<file path="config.mk">
export PLATFORM = sky130hd
export DESIGN_NAME = ternary_word_alu
export DESIGN_NICKNAME = d
export VERILOG_FILES = /design/src/design/twa_pkg.sv /design/src/design/twa_lane.sv /design/src/design/twa_merge.sv /design/src/design/ternary_word_alu.sv
export SDC_FILE = /design/constraint.sdc
export NUM_CORES = 2
export LEC_CHECK = 0
export BUFFER_PORTS_ARGS = -buffer_cell sky130_fd_sc_hd__buf_2
export CAP_MARGIN = 20
export CELL_PAD_IN_SITES_DETAIL_PLACEMENT = 1
export CELL_PAD_IN_SITES_GLOBAL_PLACEMENT = 2
export CORE_UTILIZATION = 30
export DETAILED_ROUTE_END_ITERATION = 6
export PLACE_DENSITY_LB_ADDON = 0.05
export SLEW_MARGIN = 20
export SYNTH_ARGS = -nofsm -noshare
export SYNTH_HDL_FRONTEND = slang
export SYNTH_SLANG_ARGS = --single-unit
</file>
<file path="constraint.sdc">
create_clock -name clk_i -period 6.8 [get_ports clk_i]
set_clock_uncertainty 0.2 [all_clocks]
set_input_delay 0.68 -clock clk_i [delete_from_list [all_inputs] [get_ports clk_i]]
set_output_delay 0.68 -clock clk_i [all_outputs]
set_load 0.05 [all_outputs]
</file>
<file path="src/design/twa_pkg.sv">
// ----------------------------------------------------------------------------
// twa_pkg: shared types and helpers for the ternary word ALU
// Opcodes, lane geometry, the per-lane result record and small trit functions.
// ----------------------------------------------------------------------------
package twa_pkg;

  // Word geometry: the word is cut into equal lanes of trits.
  localparam int MAX_TRITS  = 32;
  localparam int LANE_TRITS = 8;
  localparam int NUM_LANES  = MAX_TRITS / LANE_TRITS;
  localparam int WORD_BITS  = 2 * MAX_TRITS;
  localparam int LANE_BITS  = 2 * LANE_TRITS;
  localparam int WIDTH_BITS = 6;

  // Trit codes of the unbalanced encoding.
  localparam logic [1:0] TRIT_NEG  = 2'd0;
  localparam logic [1:0] TRIT_ZERO = 2'd1;
  localparam logic [1:0] TRIT_POS  = 2'd2;

  // Opcodes.
  typedef enum logic [3:0] {
    OP_PASS  = 4'd0,
    OP_OR    = 4'd1,
    OP_NOR   = 4'd2,
    OP_AND   = 4'd3,
    OP_NAND  = 4'd4,
    OP_XOR   = 4'd5,
    OP_BSUBA = 4'd6,
    OP_ASUBB = 4'd7,
    OP_ADD   = 4'd8
  } twa_op_e;

  // Result of one lane; first, second, cout and az are indexed by carry-in (0 or 1).
  typedef struct packed {
    logic [1:0][LANE_BITS-1:0] first;
    logic [1:0][LANE_BITS-1:0] second;
    logic [1:0]                cout;
    logic [1:0][1:0]           az;
    logic [1:0]                par_a;
    logic [1:0]                par_b;
  } twa_lane_t;

  // Per-item control carried alongside the lane results.
  typedef struct packed {
    logic                  cin;
    logic                  arith;
    logic [WIDTH_BITS-1:0] width;
  } twa_ctl_t;

  typedef struct packed {
    logic [1:0] sum;
    logic       carry;
  } twa_fa_t;

  // Code 3 is unused; it is read as the positive trit.
  function automatic logic [1:0] trit_sat(input logic [1:0] c);
    return (c == 2'd3) ? TRIT_POS : c;
  endfunction

  // Sum of two trit codes modulo 3.
  function automatic logic [1:0] add_mod3(input logic [1:0] a, input logic [1:0] b);
    logic [2:0] s;
    s = {1'b0, a} + {1'b0, b};
    return (s >= 3'd3) ? 2'(s - 3'd3) : s[1:0];
  endfunction

  // Ternary full adder on codes; the carry is always 0 or 1.
  function automatic twa_fa_t full_add(input logic [1:0] a, input logic [1:0] b,
                                       input logic cin);
    logic [2:0] s;
    logic [2:0] t;
    twa_fa_t    r;
    s = {1'b0, a} + {1'b0, b};
    t = ((s >= 3'd3) ? (s - 3'd3) : s) + {2'b00, cin};
    r.sum   = (t >= 3'd3) ? 2'(t - 3'd3) : t[1:0];
    r.carry = (s >= 3'd3) || (t >= 3'd3);
    return r;
  endfunction

endpackage

</file>
<file path="src/design/twa_lane.sv">
// ----------------------------------------------------------------------------
// twa_lane: one lane of trits
// Computes the logic and arithmetic results of its trits for both possible
// carry-ins, plus the lane's partial flags, and registers them.
// ----------------------------------------------------------------------------
module twa_lane (
  input  logic                          clk_i,
  input  logic [3:0]                    req_type_i,
  input  logic [twa_pkg::LANE_BITS-1:0]  a_i,
  input  logic [twa_pkg::LANE_BITS-1:0]  b_i,
  input  logic [twa_pkg::WIDTH_BITS-1:0] width_i,
  input  logic [twa_pkg::WIDTH_BITS-1:0] base_i,
  output twa_pkg::twa_lane_t             res_o
);
  import twa_pkg::*;

  twa_lane_t res_d;
  twa_lane_t res_q;

  // Ripple through the lane once per carry-in; unused trits read zero.
  always_comb begin
    logic [1:0]            ta;
    logic [1:0]            tb;
    logic [1:0]            f;
    logic [1:0]            s;
    logic [1:0]            mx;
    logic [1:0]            mn;
    logic [1:0]            az;
    logic                  c;
    logic                  used;
    logic [WIDTH_BITS-1:0] idx;
    twa_fa_t               fa;
    res_d = '0;
    for (int v = 0; v < 2; v++) begin
      c  = v[0];
      az = TRIT_NEG;
      for (int j = 0; j < LANE_TRITS; j++) begin
        ta   = trit_sat(a_i[2*j +: 2]);
        tb   = trit_sat(b_i[2*j +: 2]);
        idx  = base_i + WIDTH_BITS'(j);
        used = idx < width_i;
        mx   = (ta > tb) ? ta : tb;
        mn   = (ta < tb) ? ta : tb;
        fa   = '0;
        f    = TRIT_ZERO;
        s    = TRIT_ZERO;
        unique case (twa_op_e'(req_type_i))
          OP_PASS: begin
            f = ta;
            s = tb;
          end
          OP_OR, OP_NOR: begin
            f = mx;
            s = TRIT_POS - mx;
          end
          OP_AND, OP_NAND: begin
            f = mn;
            s = TRIT_POS - mn;
          end
          OP_XOR: begin
            f = add_mod3(ta, tb);
            s = (ta == tb) ? TRIT_NEG : ((ta > tb) ? TRIT_ZERO : TRIT_POS);
          end
          OP_BSUBA: begin
            fa = full_add(TRIT_POS - ta, tb, c);
            f  = fa.sum;
            s  = {1'b0, fa.carry};
          end
          OP_ASUBB: begin
            fa = full_add(ta, TRIT_POS - tb, c);
            f  = fa.sum;
            s  = {1'b0, fa.carry};
          end
          OP_ADD: begin
            fa = full_add(ta, tb, c);
            f  = fa.sum;
            s  = {1'b0, fa.carry};
          end
          default: begin
            f = TRIT_ZERO;
            s = TRIT_ZERO;
          end
        endcase
        if (used) begin
          c = fa.carry;
          if (f > az) begin
            az = f;
          end
        end else begin
          f = TRIT_ZERO;
          s = TRIT_ZERO;
        end
        res_d.first[v][2*j +: 2]  = f;
        res_d.second[v][2*j +: 2] = s;
      end
      res_d.cout[v] = c;
      res_d.az[v]   = az;
    end
    // Partial parities over the used trits.
    for (int j = 0; j < LANE_TRITS; j++) begin
      idx = base_i + WIDTH_BITS'(j);
      if (idx < width_i) begin
        res_d.par_a = add_mod3(res_d.par_a, trit_sat(a_i[2*j +: 2]));
        res_d.par_b = add_mod3(res_d.par_b, trit_sat(b_i[2*j +: 2]));
      end
    end
  end

  // Lane result register.
  always_ff @(posedge clk_i) begin
    res_q <= res_d;
  end

  assign res_o = res_q;

endmodule

</file>
<file path="src/design/twa_merge.sv">
// ----------------------------------------------------------------------------
// twa_merge: lane merge stage
// Runs the carry across the lanes to pick each lane's variant, then builds
// the result words, the overflow and the flags, and registers them.
// ----------------------------------------------------------------------------
module twa_merge (
  input  logic                            clk_i,
  input  twa_pkg::twa_lane_t [twa_pkg::NUM_LANES-1:0] lane_i,
  input  twa_pkg::twa_ctl_t               ctl_i,
  output logic [twa_pkg::WORD_BITS-1:0]    first_word_o,
  output logic [twa_pkg::WORD_BITS-1:0]    second_word_o,
  output logic [1:0]                      overflow_trit_o,
  output logic [1:0]                      max_trit_o,
  output logic [1:0]                      parity_a_trit_o,
  output logic [1:0]                      parity_b_trit_o,
  output logic [twa_pkg::WIDTH_BITS-1:0]   used_width_o
);
  import twa_pkg::*;

  logic [WORD_BITS-1:0]  first_d, first_q;
  logic [WORD_BITS-1:0]  second_d, second_q;
  logic [1:0]            ovf_d, ovf_q;
  logic [1:0]            az_d, az_q;
  logic [1:0]            pa_d, pa_q;
  logic [1:0]            pb_d, pb_q;
  logic [WIDTH_BITS-1:0] width_q;

  // Carry select across the lanes and flag reduction.
  always_comb begin
    logic c;
    c     = ctl_i.cin;
    az_d  = TRIT_NEG;
    pa_d  = TRIT_NEG;
    pb_d  = TRIT_NEG;
    first_d  = '0;
    second_d = '0;
    for (int l = 0; l < NUM_LANES; l++) begin
      first_d[l*LANE_BITS +: LANE_BITS]  = lane_i[l].first[c];
      second_d[l*LANE_BITS +: LANE_BITS] = lane_i[l].second[c];
      if (lane_i[l].az[c] > az_d) begin
        az_d = lane_i[l].az[c];
      end
      pa_d = add_mod3(pa_d, lane_i[l].par_a);
      pb_d = add_mod3(pb_d, lane_i[l].par_b);
      c    = lane_i[l].cout[c];
    end
    ovf_d = ctl_i.arith ? {1'b0, c} : TRIT_ZERO;
  end

  // Output register.
  always_ff @(posedge clk_i) begin
    first_q  <= first_d;
    second_q <= second_d;
    ovf_q    <= ovf_d;
    az_q     <= az_d;
    pa_q     <= pa_d;
    pb_q     <= pb_d;
    width_q  <= ctl_i.width;
  end

  assign first_word_o    = first_q;
  assign second_word_o   = second_q;
  assign overflow_trit_o = ovf_q;
  assign max_trit_o      = az_q;
  assign parity_a_trit_o = pa_q;
  assign parity_b_trit_o = pb_q;
  assign used_width_o    = width_q;

endmodule

</file>
<file path="src/design/ternary_word_alu.sv">
// ----------------------------------------------------------------------------
// ternary_word_alu: ALU for words of up to 32 unbalanced trits
// Lane-parallel logic and carry-select arithmetic with a registered merge.
// ----------------------------------------------------------------------------
// Usage:
// An item is presented on req_type_i, operand_a_i, operand_b_i and
// word_width_i and is taken at a rising edge where start is high and busy
// is low. busy is never raised, so a new item may be given every cycle.
// Each result appears on the output ports for one cycle, marked by valid_o,
// once its item has passed the lane and merge registers. Throughput is one
// item per cycle and results come out in the order the items went in.
// The lane stage runs four 8-trit lanes side by side, each computing its
// ripple for both carry-ins; the merge stage walks the carry across the
// four lanes to select results and merges the flags. The lane ripple of
// eight trits sets the clock-to-clock path.
// Reset clears the valid pipeline, so no result appears out of reset.
// The receiver cannot stall; results must be taken when valid_o is high.
// ----------------------------------------------------------------------------
module ternary_word_alu (
  input  logic                           clk_i,
  input  logic                           rst_ni,
  input  logic                           start,
  output logic                           busy,
  input  logic [3:0]                     req_type_i,
  input  logic [twa_pkg::WORD_BITS-1:0]   operand_a_i,
  input  logic [twa_pkg::WORD_BITS-1:0]   operand_b_i,
  input  logic [twa_pkg::WIDTH_BITS-1:0]  word_width_i,
  output logic                           valid_o,
  output logic [twa_pkg::WORD_BITS-1:0]   first_word_o,
  output logic [twa_pkg::WORD_BITS-1:0]   second_word_o,
  output logic [1:0]                     overflow_trit_o,
  output logic [1:0]                     max_trit_o,
  output logic [1:0]                     parity_a_trit_o,
  output logic [1:0]                     parity_b_trit_o,
  output logic [twa_pkg::WIDTH_BITS-1:0]  used_width_o
);
  import twa_pkg::*;

  logic [WIDTH_BITS-1:0]           width_c;
  twa_op_e                         op_c;
  twa_ctl_t                        ctl_d, ctl_q;
  twa_lane_t [NUM_LANES-1:0]       lane_res;
  logic                            v1_q, v2_q;
  logic                            accept;

  assign busy   = 1'b0;
  assign accept = start && !busy;
  assign op_c   = twa_op_e'(req_type_i);

  // Clamp the width to 1..MAX_TRITS.
  always_comb begin
    if (word_width_i == '0) begin
      width_c = WIDTH_BITS'(1);
    end else if (word_width_i > WIDTH_BITS'(MAX_TRITS)) begin
      width_c = WIDTH_BITS'(MAX_TRITS);
    end else begin
      width_c = word_width_i;
    end
  end

  // Control that follows the item into the merge stage.
  always_comb begin
    ctl_d.width = width_c;
    ctl_d.cin   = (op_c == OP_BSUBA) || (op_c == OP_ASUBB);
    ctl_d.arith = (op_c == OP_BSUBA) || (op_c == OP_ASUBB) || (op_c == OP_ADD);
  end

  always_ff @(posedge clk_i) begin
    ctl_q <= ctl_d;
  end

  // Valid pipeline.
  always_ff @(posedge clk_i or negedge rst_ni) begin
    if (!rst_ni) begin
      v1_q <= 1'b0;
      v2_q <= 1'b0;
    end else begin
      v1_q <= accept;
      v2_q <= v1_q;
    end
  end

  // Lanes.
  for (genvar l = 0; l < NUM_LANES; l++) begin : g_lane
    twa_lane u_lane (
      .clk_i      (clk_i),
      .req_type_i (req_type_i),
      .a_i        (operand_a_i[l*LANE_BITS +: LANE_BITS]),
      .b_i        (operand_b_i[l*LANE_BITS +: LANE_BITS]),
      .width_i    (width_c),
      .base_i     (WIDTH_BITS'(l * LANE_TRITS)),
      .res_o      (lane_res[l])
    );
  end

  // Merge stage.
  twa_merge u_merge (
    .clk_i           (clk_i),
    .lane_i          (lane_res),
    .ctl_i           (ctl_q),
    .first_word_o    (first_word_o),
    .second_word_o   (second_word_o),
    .overflow_trit_o (overflow_trit_o),
    .max_trit_o      (max_trit_o),
    .parity_a_trit_o (parity_a_trit_o),
    .parity_b_trit_o (parity_b_trit_o),
    .used_width_o    (used_width_o)
  );

  assign valid_o = v2_q;

  // Every accepted item gives a result once it has passed v1_q and v2_q.
  a_latency: assert property (@(posedge clk_i) disable iff (!rst_ni)
    accept |-> ##2 valid_o)
    else $error("accepted item produced no result");

  // No result appears without an accepted item.
  a_no_spurious: assert property (@(posedge clk_i) disable iff (!rst_ni)
    !accept |-> ##2 !valid_o)
    else $error("result without an accepted item");

  // The applied width always lies in 1..MAX_TRITS.
  a_width_range: assert property (@(posedge clk_i) disable iff (!rst_ni)
    valid_o |-> (used_width_o != '0) && (used_width_o <= WIDTH_BITS'(MAX_TRITS)))
    else $error("applied width out of range");

  // Flag trits never carry the unused code.
  a_flag_codes: assert property (@(posedge clk_i) disable iff (!rst_ni)
    valid_o |-> (overflow_trit_o != 2'd3) && (max_trit_o != 2'd3)
                && (parity_a_trit_o != 2'd3) && (parity_b_trit_o != 2'd3))
    else $error("flag trit holds code 3");

endmodule
</file>
==> impl_metrics.tcl <==
set metrics [dict create \
    rsz0062_at_grt "true" \
    hold_viol 0 \
    setup_viol 156 \
    fillers 22800 \
    clk_latency_ns 0.74 \
    cp.required_ns 7.29 \
    clkSinkCount 415 \
    r2r_end "u_merge.parity_a_trit_o[1]$_DFF_P_" \
    die_h_um 447 \
    syn2layout_area_growth_pct 59.6 \
    grt_overflow 0 \
    cp_max_fo 4 \
    status "finished, violations left" \
    dp_slack_ns -8.36 \
    io_buffers 282 \
    clkTransAtPathRegs_ns 0.06 \
    synthFlopType "dfxtp_1" \
    cp-startpoint "operand_b_i[49]" \
    synth_edf_count 0 \
    dieArea_um2 200000 \
    mostFrequentLayoutCells "buf_4 (2467), nor2_1 (625), ha_1 (550)" \
    htree_levels 2 \
    slew_headroom_pct 28.4 \
    power_density_nw_per_um2 378 \
    worstMarginPinSlew_ns 1.05 \
    crit_path_top_delay_cell "fa_2" \
    crit_type "input port to flop" \
    ios 285 \
    drt_iter0_markers 2559 \
    rrSetupSlack_ns 1.70 \
    dp.cells 12200 \
    placed_area_um2 87800 \
    crit_top_cell "ha_4" \
    reg2reg_depth 15 \
    whs_path_depth 0 \
    hp-class "flop to flop" \
    failed_checks "setup timing" \
    wl_per_cell_um 22.2 \
    grt_pass1_vias 70000 \
    end_kind "flop" \
    synth_top_area_cell "ha_1" \
    worstHoldEndpoint "u_merge.used_width_o[3]$_DFF_P_" \
    min_from "ctl_q[3]$_DFF_P_" \
    final_cells 12500 \
    finalInstanceArea_um2 95000 \
    die_w_um 447 \
    finalCritPeriodShare_pct 199 \
    synth_area_um2 59500 \
    fin_nets 11300 \
    cts_tree "built" \
    grt_start_max_net_pins 72 \
    core-area_um2 197000 \
    grt_pass1_wl_um 419000 \
    antenna_found_initial 19 \
    grt_usage_pct 27.3 \
    holdWs_ns 0.126 \
    layout_setup_ws_ns -6.72 \
    leakage_nw 43.6 \
    place_hpwl_um 227000 \
    timing.rr.start "g_lane[0].u_lane.res_o[2]$_DFF_P_" \
    synth.distinct_cells 111 \
    vias_per_cell 5.17 \
    drc 0 \
    final_layout_size_suffix_gt1_share_pct 46.4 \
    ys_seq_area_share_pct 14.0 \
    min_period_ns 13.52 \
    vias 64800 \
    mostFrequentLayoutCell "buf_4" \
    gp_congestion 0.899 \
    async_flop_share_pct 0.482 \
    synth.avg_cell_area_um2 8.10 \
    clock-root-buffer "clkbuf_16" \
    max_freq_mhz 74.0 \
    first_pass_iters 7 \
    vdd_drop_max_uv 538 \
    drtAntennaViolNets 0 \
    wl_um 279000 \
    netlist_instances 7343 \
    worst_ep_arrival_time_ns 14.01 \
    cts_buffers 61 \
    cap_violations 0 \
    cts_buffer_depth 3 \
    rows 163 \
    slew_viol_final 0 \
    critical_path.startpoint_type "input port" \
    final.setup.tns_ns -608.28 \
    cp_slowest_stage_delay_ns 0.50 \
    synth.top_cell.area_share_pct 24.4 \
    start_util_pct 30.2 \
    netlist_top_cells_area "ha_1 (24%), dfxtp_1 (14%), fa_1 (5.3%), nor2_1 (4.6%), mux2i_1 (4.6%)" \
    ys_seq_elements 415 \
    yosysWarnings 0 \
]
## per-layer routing
layer  vias up  wire length [µm]  global-route usage (%)
met4         0             10600                    9.22
met5         -                 0                       0
met3       348              6710                    2.05
met2       861            143000                    50.7
met1     32300            119000                    32.6
li1      31300                 -                       -
## stage by stage
stage	util, %	power [W]
2_1_floorplan	-	0.0205
3_3_place_gp	44.5	0.0297
3_5_place_dp	44.5	0.0313
4_1_cts	47.1	0.0356
5_1_grt	48.2	0.0391
6_report	48.2	0.0359
## cells in the mapped netlist, drive strengths merged, types with 37 or more instances
cell type / number
dfxtp: 413
a21o: 60
o221ai: 90
fa: 158
xnor2: 149
o21ai: 310
a211oi: 50
a221oi: 71
nand2b: 178
a21oi: 385
xor2: 125
ha: 1161
inv: 584
and2: 39
and3: 37
nand2: 481
o31ai: 43
nor2b: 178
o211ai: 57
clkbuf: 219
mux2: 230
o21a: 54
or3: 61
a31oi: 72
nor2: 737
buf: 128
nand3b: 50
a21boi: 46
nand3: 108
o22ai: 134
o21bai: 39
nor3: 184
nor3b: 65
mux2i: 276
## sequential cells by signal (all words and copies together) (netlist names)
register                 flops
g_lane.u_lane.res_o        264
u_merge.first_word_o        64
u_merge.second_word_o       64
ctl_q                        8
u_merge.used_width_o         6
u_merge.max_trit_o           2
u_merge.parity_a_trit_o      2
u_merge.parity_b_trit_o      2
u_merge.overflow_trit_o      1
v1_q                         1
valid_o                      1
## cell families (layout without fill, tap and decap cells)
| logic type | count (synthesis) | in the layout | synth area share, % |
|---|---|---|---|
| and+or+nand+nor | 2259 | 2259 | 18.7 |
| xor gates and xnor gates | 274 | 274 | 4.03 |
| muxes | 506 | 506 | 9.03 |
| adders and majority gates | 1319 | 1319 | 29.7 |
| buffers and inverters | 934 | 3492 | 6.19 |
| AOI/OAI and AO/OA | 1635 | 1635 | 18.4 |
| other | 1 | 7 | 0.00630 |
| DFF | 415 | 415 | 14.0 |
## worst max-delay path, delay by kind of cell
kind / cells / cell delay [ns]
adders and majority gates: 26 / 5.26
AOI/OAI and AO/OA: 17 / 3.35
and+or+nand+nor: 15 / 3.16
buffers and inverters: 9 / 1.01
muxes: 3 / 0.52
## what timing repair did
item | 4_1_cts | 5_1_grt
endpoints found under the hold margin | 3 | 0
gates resized for setup | 331 | 259
endpoints found under the setup margin | 158 | 159
hold buffers | 3 | 0
buffers inserted | 173 | 77
pin swaps | 196 | 235
## layout make-up
cell class	count	area (µm²)	area share, %
antenna	5	12.5	0.0132
clock buffer	71	1650	1.73
clock inverter	43	488	0.514
inverter	587	2270	2.39
multi-input combinational	5995	58400	61.5
sequential	415	8320	8.76
tap	2640	3300	3.48
timing repair buffer	2791	20500	21.6
## worst max path at each step
| stage | endpoint | depth (start not counted) |
|---|---|---|
| final | g_lane[3].u_lane.res_o[6]$_DFF_P_ | 70 |
| after global routing | g_lane[3].u_lane.res_o[4]$_DFF_P_ | 78 |
| after CTS | g_lane[3].u_lane.res_o[6]$_DFF_P_ | 69 |
| after detailed placement | g_lane[3].u_lane.res_o[4]$_DFF_P_ | 71 |
| after global placement | g_lane[3].u_lane.res_o[4]$_DFF_P_ | 72 |
| after floorplan | g_lane[1].u_lane.res_o[4]$_DFF_P_ | 71 |
## where the power goes
group | leakage (nW) | total, W | internal, W | switching, W
Clock | 1.04 | 0.00348 | 0.00201 | 0.00146
Sequential | 3.46 | 0.00309 | 0.00294 | 0.000148
Combinational | 39.1 | 0.0293 | 0.0148 | 0.0145
Power figures use the tool's default switching activity.
